## src/design/plist_pkg.sv

```systemverilog
// Shared constants and types for the positional character list.
package plist_pkg;

    localparam int CAPACITY = 32;
    localparam int ADDR_W   = (CAPACITY > 1) ? $clog2(CAPACITY) : 1;
    localparam int CNT_W    = $clog2(CAPACITY + 1);
    // rank compares run one bit above the 8-bit position field
    localparam int RANK_W   = 9;

    typedef enum logic [1:0] {
        FN_INSERT = 2'd0,
        FN_PRINT  = 2'd1,
        FN_READ   = 2'd2,
        FN_REMOVE = 2'd3
    } t_func;

    typedef enum logic [1:0] {
        STAT_CHAR    = 2'd0,
        STAT_EMPTY   = 2'd1,
        STAT_INVALID = 2'd2,
        STAT_FULL    = 2'd3
    } t_status;

    typedef enum logic [1:0] {
        S_IDLE  = 2'd0,
        S_RUN   = 2'd1,
        S_DRAIN = 2'd2,
        S_PUT   = 2'd3
    } t_state;

endpackage

```

## src/design/positional_char_list.sv

```systemverilog
// Positional character list: byte store with rank-based insert, read, remove, print.
//
//   channel  | ports                                        | handshake
//   ---------+----------------------------------------------+---------------------------
//   command  | i_func, i_position, i_char_in                | taken when start && !busy
//   result   | o_status, o_char_out, o_last                 | one-cycle strobe o_valid
//
// One store walk reads one entry per cycle through a store with one read and
// one write port and registered read data; the walk ends in a drain state.
// Insert: count-rank+1 moves, then the new byte is written (appending writes it at once).
// Remove: count-rank moves, then the count drops (removing the tail only drops the count).
// Print reads every entry; read reads one entry; error and empty results need no walk.
// Reset clears the count, sequencer and valid flags only; the receiver cannot stall.
module positional_char_list import plist_pkg::*; (
    input  logic       i_clk,
    input  logic       i_rst_n,
    input  logic       start,
    output logic       busy,
    input  logic [1:0] i_func,
    input  logic [7:0] i_position,
    input  logic [7:0] i_char_in,
    output logic       o_valid,
    output logic [1:0] o_status,
    output logic [7:0] o_char_out,
    output logic       o_last
);

    logic [7:0]        r_mem [CAPACITY];

    t_state            r_state, n_state;
    logic [CNT_W-1:0]  r_count, n_count;
    t_func             r_op, n_op;
    logic [ADDR_W-1:0] r_pos0, n_pos0;
    logic [7:0]        r_char, n_char;
    logic [ADDR_W-1:0] r_ptr, n_ptr;
    logic [ADDR_W-1:0] r_end, n_end;

    logic              r_rd_vld, n_rd_vld;
    logic [ADDR_W-1:0] r_rd_addr, n_rd_addr;
    logic              r_rd_last, n_rd_last;
    logic [7:0]        r_rd_data;
    logic              rd_en;

    logic              mem_we;
    logic [ADDR_W-1:0] mem_waddr;
    logic [7:0]        mem_wdata;

    logic              r_valid, n_valid;
    t_status           r_status, n_status;
    logic [7:0]        r_char_out, n_char_out;
    logic              r_last, n_last;

    logic              accept;
    t_func             func;
    logic [7:0]        pos_m1;
    logic [ADDR_W-1:0] p0;
    logic [ADDR_W-1:0] cnt_m1;
    logic [RANK_W-1:0] rank, cnt_ext;
    logic              ins_bad, rr_bad, full, empty, ins_tail, rem_tail;

    assign busy   = (r_state != S_IDLE);
    assign accept = start && (r_state == S_IDLE);
    assign func   = t_func'(i_func);

    assign pos_m1  = i_position - 8'd1;
    assign p0      = pos_m1[ADDR_W-1:0];
    assign cnt_m1  = ADDR_W'(r_count - CNT_W'(1));
    assign rank    = RANK_W'(i_position);
    assign cnt_ext = RANK_W'(r_count);

    assign ins_bad  = (i_position == 8'd0) || (rank > cnt_ext + RANK_W'(1));
    assign rr_bad   = (i_position == 8'd0) || (rank > cnt_ext);
    assign full     = (r_count == CNT_W'(CAPACITY));
    assign empty    = (r_count == '0);
    assign ins_tail = (rank == cnt_ext + RANK_W'(1));
    assign rem_tail = (rank == cnt_ext);

    // next state
    always_comb begin
        n_state = r_state;
        case (r_state)
            S_IDLE: begin
                if (accept) begin
                    case (func)
                        FN_INSERT: begin
                            if (!ins_bad && !full) begin
                                n_state = ins_tail ? S_PUT : S_RUN;
                            end
                        end
                        FN_PRINT: begin
                            if (!empty) begin
                                n_state = S_RUN;
                            end
                        end
                        FN_READ: begin
                            if (!rr_bad) begin
                                n_state = S_RUN;
                            end
                        end
                        FN_REMOVE: begin
                            if (!rr_bad && !rem_tail) begin
                                n_state = S_RUN;
                            end
                        end
                        default: n_state = S_IDLE;
                    endcase
                end
            end
            S_RUN: begin
                if (r_ptr == r_end) begin
                    n_state = S_DRAIN;
                end
            end
            S_DRAIN: n_state = (r_op == FN_INSERT) ? S_PUT : S_IDLE;
            S_PUT:   n_state = S_IDLE;
            default: n_state = S_IDLE;
        endcase
    end

    // datapath control
    always_comb begin
        n_count    = r_count;
        n_op       = r_op;
        n_pos0     = r_pos0;
        n_char     = r_char;
        n_ptr      = r_ptr;
        n_end      = r_end;
        n_rd_vld   = 1'b0;
        n_rd_addr  = r_rd_addr;
        n_rd_last  = r_rd_last;
        rd_en      = 1'b0;
        mem_we     = 1'b0;
        mem_waddr  = r_rd_addr;
        mem_wdata  = r_rd_data;
        n_valid    = 1'b0;
        n_status   = STAT_CHAR;
        n_char_out = 8'd0;
        n_last     = 1'b0;

        // retire the word read last cycle
        if (r_rd_vld) begin
            case (r_op)
                FN_INSERT: begin
                    mem_we    = 1'b1;
                    mem_waddr = r_rd_addr + ADDR_W'(1);
                end
                FN_REMOVE: begin
                    mem_we    = 1'b1;
                    mem_waddr = r_rd_addr - ADDR_W'(1);
                end
                default: begin
                    n_valid    = 1'b1;
                    n_status   = STAT_CHAR;
                    n_char_out = r_rd_data;
                    n_last     = r_rd_last;
                end
            endcase
        end

        case (r_state)
            S_IDLE: begin
                if (accept) begin
                    n_op   = func;
                    n_pos0 = p0;
                    n_char = i_char_in;
                    case (func)
                        FN_INSERT: begin
                            if (ins_bad || full) begin
                                n_valid  = 1'b1;
                                n_status = ins_bad ? STAT_INVALID : STAT_FULL;
                                n_last   = 1'b1;
                            end else begin
                                n_ptr = cnt_m1;
                                n_end = p0;
                            end
                        end
                        FN_PRINT: begin
                            if (empty) begin
                                n_valid  = 1'b1;
                                n_status = STAT_EMPTY;
                                n_last   = 1'b1;
                            end else begin
                                n_ptr = '0;
                                n_end = cnt_m1;
                            end
                        end
                        FN_READ: begin
                            if (rr_bad) begin
                                n_valid  = 1'b1;
                                n_status = STAT_INVALID;
                                n_last   = 1'b1;
                            end else begin
                                n_ptr = p0;
                                n_end = p0;
                            end
                        end
                        FN_REMOVE: begin
                            if (rr_bad) begin
                                n_valid  = 1'b1;
                                n_status = STAT_INVALID;
                                n_last   = 1'b1;
                            end else if (rem_tail) begin
                                n_count = r_count - CNT_W'(1);
                            end else begin
                                n_ptr = p0 + ADDR_W'(1);
                                n_end = cnt_m1;
                            end
                        end
                        default: n_op = func;
                    endcase
                end
            end
            S_RUN: begin
                rd_en     = 1'b1;
                n_rd_vld  = 1'b1;
                n_rd_addr = r_ptr;
                n_rd_last = (r_ptr == r_end);
                if (r_ptr != r_end) begin
                    // insert walks down from the tail, the others walk up
                    n_ptr = (r_op == FN_INSERT) ? r_ptr - ADDR_W'(1) : r_ptr + ADDR_W'(1);
                end
            end
            S_DRAIN: begin
                if (r_op == FN_REMOVE) begin
                    n_count = r_count - CNT_W'(1);
                end
            end
            S_PUT: begin
                mem_we    = 1'b1;
                mem_waddr = r_pos0;
                mem_wdata = r_char;
                n_count   = r_count + CNT_W'(1);
            end
            default: n_count = r_count;
        endcase
    end

    always_ff @(posedge i_clk) begin
        if (!i_rst_n) begin
            r_state  <= S_IDLE;
            r_count  <= '0;
            r_rd_vld <= 1'b0;
            r_valid  <= 1'b0;
        end else begin
            r_state  <= n_state;
            r_count  <= n_count;
            r_rd_vld <= n_rd_vld;
            r_valid  <= n_valid;
        end
    end

    always_ff @(posedge i_clk) begin
        r_op       <= n_op;
        r_pos0     <= n_pos0;
        r_char     <= n_char;
        r_ptr      <= n_ptr;
        r_end      <= n_end;
        r_rd_addr  <= n_rd_addr;
        r_rd_last  <= n_rd_last;
        r_status   <= n_status;
        r_char_out <= n_char_out;
        r_last     <= n_last;
    end

    always_ff @(posedge i_clk) begin
        if (mem_we) begin
            r_mem[mem_waddr] <= mem_wdata;
        end
        if (rd_en) begin
            r_rd_data <= r_mem[r_ptr];
        end
    end

    assign o_valid    = r_valid;
    assign o_status   = r_status;
    assign o_char_out = r_char_out;
    assign o_last     = r_last;

endmodule
```

## config.mk

```make
export PLATFORM = sky130hd
export DESIGN_NAME = positional_char_list
export DESIGN_NICKNAME = d
export VERILOG_FILES = /design/src/design/plist_pkg.sv /design/src/design/positional_char_list.sv
export SDC_FILE = /design/constraint.sdc
export NUM_CORES = 1
export LEC_CHECK = 0
export BUFFER_PORTS_ARGS = -buffer_cell sky130_fd_sc_hd__buf_2
export CORE_MARGIN = 2
export CORE_UTILIZATION = 55
export DETAILED_ROUTE_END_ITERATION = 7
export PLACE_DENSITY = 0.72
export SLEW_MARGIN = 10
export SYNTH_ARGS = -nofsm -noshare
export SYNTH_HDL_FRONTEND = slang
export SYNTH_SLANG_ARGS = --single-unit
```

## constraint.sdc

```tcl
create_clock -name i_clk -period 5 [get_ports i_clk]
set_input_delay 0.75 -clock i_clk [delete_from_list [all_inputs] [get_ports i_clk]]
set_output_delay 0.75 -clock i_clk [all_outputs]
set_load 0.01 [all_outputs]
```

* Word-level counts from Yosys, hierarchy flattened *
Memories as Yosys holds them, arrays and structs flattened. A register that Yosys moved wholly into a read port is not among the register bits.
Index checks and enable logic that the tools add are counted.

operators by class
  add/sub/neg operators = 9
  $mul = 0
  divide/modulo/power cells = 0
  $lt $le $gt $ge = 2
  equality and inequality tests = 31
  shift-type cells = 0
  multiplexer cells = 62
  bitwise operators = 1
  reductions and logical operators = 26

operators with widths
  kind                 count
  $mux 5               14
  $pmux 5 s4           2
  $mux 6               5
  $mux 1               22
  $ne 2x2->1 const B   11
  $ne 3x3->1 const B   7
  $mux 2               10
  $pmux 5 s2           2
  $pmux 6 s3           1
  $pmux 2 s4           2
  $add 5x1->5 const B  3
  $sub 5x1->5 const B  3
  $reduce_and 6->1     2
  $eq 2x2->1 const B   5
  $eq 8x6->1           1
  $eq 8x7->1           1
  $gt 8x6->1           1
  $gt 8x7->1           1
  $logic_not 8->1      1
  $mux 8               1
  $reduce_and 8->1     1
  $add 6x1->7 const B  1
  $reduce_and 7->1     1
  $add 6x1->6 const B  1
  other kinds (19)     32

word-level totals
  register bits after elaboration = 52
  latch bits = 0
  memory bits (writable) = 256
  memory bits (read-only) = 0
  output and inout port bits = 13
  logic and storage cells = 146
  memories = 1

memories
  memory  words  bits a word  rd ports  clocked after memory_dff  wr ports  line                        source
  r_mem   32     8            1         1                         1         positional_char_list.sv:28  logic [7:0] r_mem [CAPACITY];

* Depth between registers and ports, before layout *
  depth in word-level cells = 9
  gate-level depth with buffers = 11
  depth with buffers taken out = 10

* Worst setup path after synthesis *
OpenSTA, ideal clock, no wires.

  kind = input to register
  start point = input port i_position[0]
  end point = register r_end[0], enable pin
  arrival time = 2777 ps
  required time = 4626 ps
  path slack = 1849 ps
  cell stages on the path = 8
  path buffers = 0
  path through = inv_1 ha_1 nand4b_1 or4_4 a21boi_0 o31ai_1 nand2_1 nor3_1

on the way
  cells in the longest elaborated chain, start to end = 5

ends and longest elaborated chain
  what                                           line                                                    source
  start: declaration                             positional_char_list.sv:20                              input logic [7:0] i_position,
  $gt 8x7->1 or $logic_not 8->1 (tied branches)  positional_char_list.sv:71, positional_char_list.sv:72
  $logic_or 1x1->1                               positional_char_list.sv:71                              assign ins_bad = (i_position == 8'd0) || (rank > cnt_ext + RANK_W'(1));
  $logic_or 1x1->1                               positional_char_list.sv:168                             if (ins_bad || full) begin
  $ne 2x2->1 (no line)                           n/a
  $reduce_and 7->1 (no line) (*)                 n/a
  end signal: assignment                         positional_char_list.sv:257                             r_end <= n_end;
  end: declaration                               positional_char_list.sv:36                              logic [ADDR_W-1:0] r_end, n_end;

Every way passes the cells marked *; elsewhere a longest branch is shown, timed or not.
A chain may end at the register's enable or synchronous reset.

* Worst setup path in the final report *
  start point = register r_op[0]
  end point = memory r_mem[6][1], enable pin

on the way
  cells in the longest elaborated chain, start to end = 7

ends and longest elaborated chain
  what                                           line                         source
  start: declaration                             positional_char_list.sv:32   t_func r_op, n_op;
  start signal: assignment                       positional_char_list.sv:253  r_op <= n_op;
  $eq 2x2->1 or $logic_not 2->1 (tied branches)  positional_char_list.sv:142  case (r_op)
  $reduce_or 2->1 (no line)                      n/a
  $mux 1                                         positional_char_list.sv:142
  $mux 1                                         positional_char_list.sv:141  if (r_rd_vld) begin
  $mux 1                                         positional_char_list.sv:160  case (r_state)
  $mux 1                                         positional_char_list.sv:266  if (mem_we) begin
  $mux 1 (not written as such)                   positional_char_list.sv:267  r_mem[mem_waddr] <= mem_wdata;
  end: declaration                               positional_char_list.sv:28

Parallel ways exist; a longest one is shown, timed or not.

==> summary.json <==
{
  "status": "finished clean",
  "p_per_area_nw_per_um2": 396,
  "synthArstFlopShare_pct": 0,
  "cp_slowest_stage_delay_ns": 1.04,
  "category_of_the_most_critical_setup_path": "reg -> reg",
  "vdd.ir_drop.worst_mv": 0.432,
  "design.die.area_sq_um": 25600,
  "timing.critical_path.fanout_max": 16,
  "final_hold_viol_count": 0,
  "synth-main-ff-cell": "sky130_fd_sc_hd__edfxtp_1",
  "cts_hold_buf": 0,
  "drv_slew": 0,
  "worst_path_dominant_cell_family": "simple AND/OR/NAND/NOR gates",
  "design.core.area_sq_um": 24100,
  "cts.sink_count": 316,
  "finalClockSkew_ns": 0.0119,
  "syn2layout_area_growth_pct": 11.3,
  "die_x_um": 160,
  "worstSetupEndpointType": "flop",
  "globalRouteTotalUtil_pct": 23.4,
  "detail_placement_hpwl_um": 18700,
  "drt.antenna.violating_nets": 0,
  "timing.max_slew.rel_slack_pct": 19.2,
  "final_common_cell": "sky130_fd_sc_hd__edfxtp_1",
  "cts-root-buf": "sky130_fd_sc_hd__clkbuf_16",
  "number_of_synthesized_flops_with_an_enable_pin": 295,
  "ys_warn_count": 0,
  "crit_top_cell": "sky130_fd_sc_hd__a21oi_1",
  "cts_repair_resize_count": 0,
  "antenna_found_initial": 1,
  "avgViaCountPerCell": 6.29,
  "hold_class": "in -> reg",
  "period_share_pct": 77.5,
  "detailedRoute.firstPassIterationCount": 5,
  "global_route.overflow_total": 0,
  "timing.final.crit_period_ns": 3.88,
  "postSynthNetCount": 805,
  "synth_cells": 758,
  "final_core_util_pct": 61.9,
  "timing_worst_slew_pin_value_ns": 1.20,
  "drive_above_1_share_pct": 23.5,
  "worst_slack_ns": 1.12,
  "final-setup-viol-count": 0,
  "slowest_stage": "sky130_fd_sc_hd__nor3_1",
  "grt_pass1_vias": 7199,
  "worstPathCellList": "ha_1 > fa_1 > a21o_1 > a21oi_1 > a21oi_1 > a211oi_1 > nand2_1 > nor3_1",
  "max-cap-violations": 0,
  "max_freq_mhz": 258,
  "total_leakage_power_nw": 4.94,
  "post_synth_num_cell_types": 50,
  "grt_pass1_wl_um": 44800,
  "endpoint_required_time_on_the_critical_path_ns": 5.17,
  "worstPathArrival_ns": 4.05,
  "cp.buffers_inverters": 0,
  "antenna_cells_inserted": 0,
  "setup.worst_path.start_class": "flop",
  "synth_seq_area_share_pct": 69.2,
  "finalWirelength_um": 29600,
  "clk_pin_slew_ns": 0.06,
  "syn-mean-instance-area_sq_um": 17.7,
  "clockBufferDepth": 3,
  "most-common-layout-cells": "sky130_fd_sc_hd__edfxtp_1 (295), sky130_fd_sc_hd__mux4_2 (80), sky130_fd_sc_hd__nand2_1 (56), sky130_fd_sc_hd__nor3_1 (37), sky130_fd_sc_hd__buf_2 (33)",
  "post_synth_design_cell_area_sq_um": 13400,
  "grt_max_degree": 69,
  "cts_setup_buffers": 0,
  "drt-wirelength-per-cell_um": 25.8,
  "dpl_worst_slack_ns": 1.20,
  "vias": 7230,
  "rsz0062_at_grt": "false",
  "die-height_um": 160,
  "layout.area.seq_sq_um": 9280,
  "fillCellCount": 1720,
  "tns_setup_ns": 0,
  "remaining_drc_errors": 0,
  "initial_utilization_pct": 55.6,
  "final_nets": 848,
  "tritoncts": "built",
  "weighted_congestion_at_the_end_of_routability_driven_global_placement": 0.875,
  "synth_seq_cells": 316,
  "number_of_cts_inserted_buffers": 31,
  "clock_latency_ns": 0.56,
  "detailedRoute.firstIterationViolations": 944,
  "place.port_buffers": 33,
  "placementRows": 57,
  "cts_max_level": 1,
  "io-pin-count": 34,
  "multi_input_comb_area_sq_um": 3860
}
-- logic make-up (layout without fill, tap and decap cells) --
group | after synthesis | after routing | synth area share (%)
muxes | 96 | 96 | 14.7
and+or+nand+nor | 174 | 174 | 6.59
buffers and inverters | 57 | 124 | 2.04
adders and majority gates | 26 | 26 | 2.54
AOI/OAI and AO/OA | 63 | 63 | 3.17
xor gates and xnor gates | 26 | 26 | 1.70
DFF | 316 | 316 | 69.2
-- state kept, by name, indices dropped and copies added (netlist names), 6 cells and up --
signal      count
r_count         6
r_rd_data       8
o_char_out      8
r_char          8
r_mem         256
-- through the flow --
stage	total power [W]	instance area (sq um)	instances	hold slack, ns
floorplan	0.00346	13400	758	0.424
global placement	0.00364	13900	1091	0.461
detailed placement	0.00366	13900	1091	0.478
CTS	0.00595	14900	1148	0.353
global route	0.00609	14900	1149	0.356
finish	0.00591	14900	1149	0.367
-- area by class of cell --
class / count / area share [%]
Clock buffer: 38 / 5.58
Inverter: 22 / 0.554
Sequential cell: 316 / 62.2
Tap cell: 324 / 2.72
Clock inverter: 19 / 1.30
Timing Repair Buffer: 45 / 1.76
Multi-Input combinational cell: 385 / 25.9
-- worst reg2reg max path, delay by kind of cell (launching register included) --
| kind | cells | cell delay [ns] |
|---|---|---|
| adders and majority gates | 2 | 0.82 |
| and+or+nand+nor | 2 | 1.57 |
| AOI/OAI and AO/OA | 4 | 0.71 |
| DFF | 1 | 0.39 |
-- path summary, 6_finish.rpt --
| path | start | end | slack (ns) | cells after the start |
|---|---|---|---|---|
| setup / recovery | r_op[0]$_DFFE_PP_ | r_mem[6][1]$_DFFE_PP_ | 1.12 | 8 |
| hold reg to reg | r_rd_last$_DFFE_PP_ | o_last$_DFF_P_ | 0.49 | 2 |
| hold / removal | i_char_in[5] | r_char[5]$_DFFE_PP_ | 0.37 | 1 |
| setup reg to reg | r_op[0]$_DFFE_PP_ | r_mem[6][1]$_DFFE_PP_ | 1.12 | 8 |
-- synth_stat cells, types with 2 or more instances --
library cell / number / area share, %
sky130_fd_sc_hd__nor2b_1: 5 / 0.23
sky130_fd_sc_hd__xnor2_1: 19 / 1.2
sky130_fd_sc_hd__edfxtp_1: 295 / 66
sky130_fd_sc_hd__clkbuf_1: 19 / 0.53
sky130_fd_sc_hd__a22oi_1: 2 / 0.11
sky130_fd_sc_hd__a211oi_1: 10 / 0.56
sky130_fd_sc_hd__nand2b_1: 3 / 0.14
sky130_fd_sc_hd__a21o_1: 5 / 0.28
sky130_fd_sc_hd__buf_2: 6 / 0.22
sky130_fd_sc_hd__nor3b_1: 3 / 0.17
sky130_fd_sc_hd__o21ai_0: 11 / 0.41
sky130_fd_sc_hd__ha_1: 24 / 2.2
sky130_fd_sc_hd__mux2i_1: 7 / 0.52
sky130_fd_sc_hd__fa_1: 2 / 0.30
sky130_fd_sc_hd__dfxtp_1: 21 / 3.1
sky130_fd_sc_hd__and3_1: 5 / 0.23
sky130_fd_sc_hd__nand4b_1: 6 / 0.39
sky130_fd_sc_hd__nand3_1: 12 / 0.45
sky130_fd_sc_hd__mux4_2: 80 / 13
sky130_fd_sc_hd__buf_6: 7 / 0.59
sky130_fd_sc_hd__o31ai_1: 4 / 0.22
sky130_fd_sc_hd__o21a_1: 2 / 0.11
sky130_fd_sc_hd__xor2_1: 7 / 0.46
sky130_fd_sc_hd__and2_1: 15 / 0.70
sky130_fd_sc_hd__nor3_1: 38 / 1.4
sky130_fd_sc_hd__nor2_1: 19 / 0.53
sky130_fd_sc_hd__a21oi_1: 20 / 0.75
sky130_fd_sc_hd__nor3_2: 2 / 0.15
sky130_fd_sc_hd__inv_1: 22 / 0.62
sky130_fd_sc_hd__nand2_1: 56 / 1.6
sky130_fd_sc_hd__nand4_1: 2 / 0.093
sky130_fd_sc_hd__buf_1: 3 / 0.084
sky130_fd_sc_hd__mux2_2: 9 / 0.76
-- routing by layer --
layer | GRT usage [%] | part of all wire [%] | up-vias
li1 | - | - | 3102
met1 | 32.5 | 40 | 3688
met2 | 38.9 | 49 | 387
met3 | 3.74 | 8.1 | 51
met4 | 6.63 | 2.6 | 2
met5 | 0 | 0.024 | -
-- report_power, final --
| part | switching [W] | internal [W] | leakage (nW) |
|---|---|---|---|
| Clock | 0.000964 | 0.00134 | 0.504 |
| Sequential | 0.0000367 | 0.00297 | 2.84 |
| Combinational | 0.000350 | 0.000252 | 1.60 |
| Total | 0.00135 | 0.00456 | 4.94 |
Power figures use the tool's default switching activity.
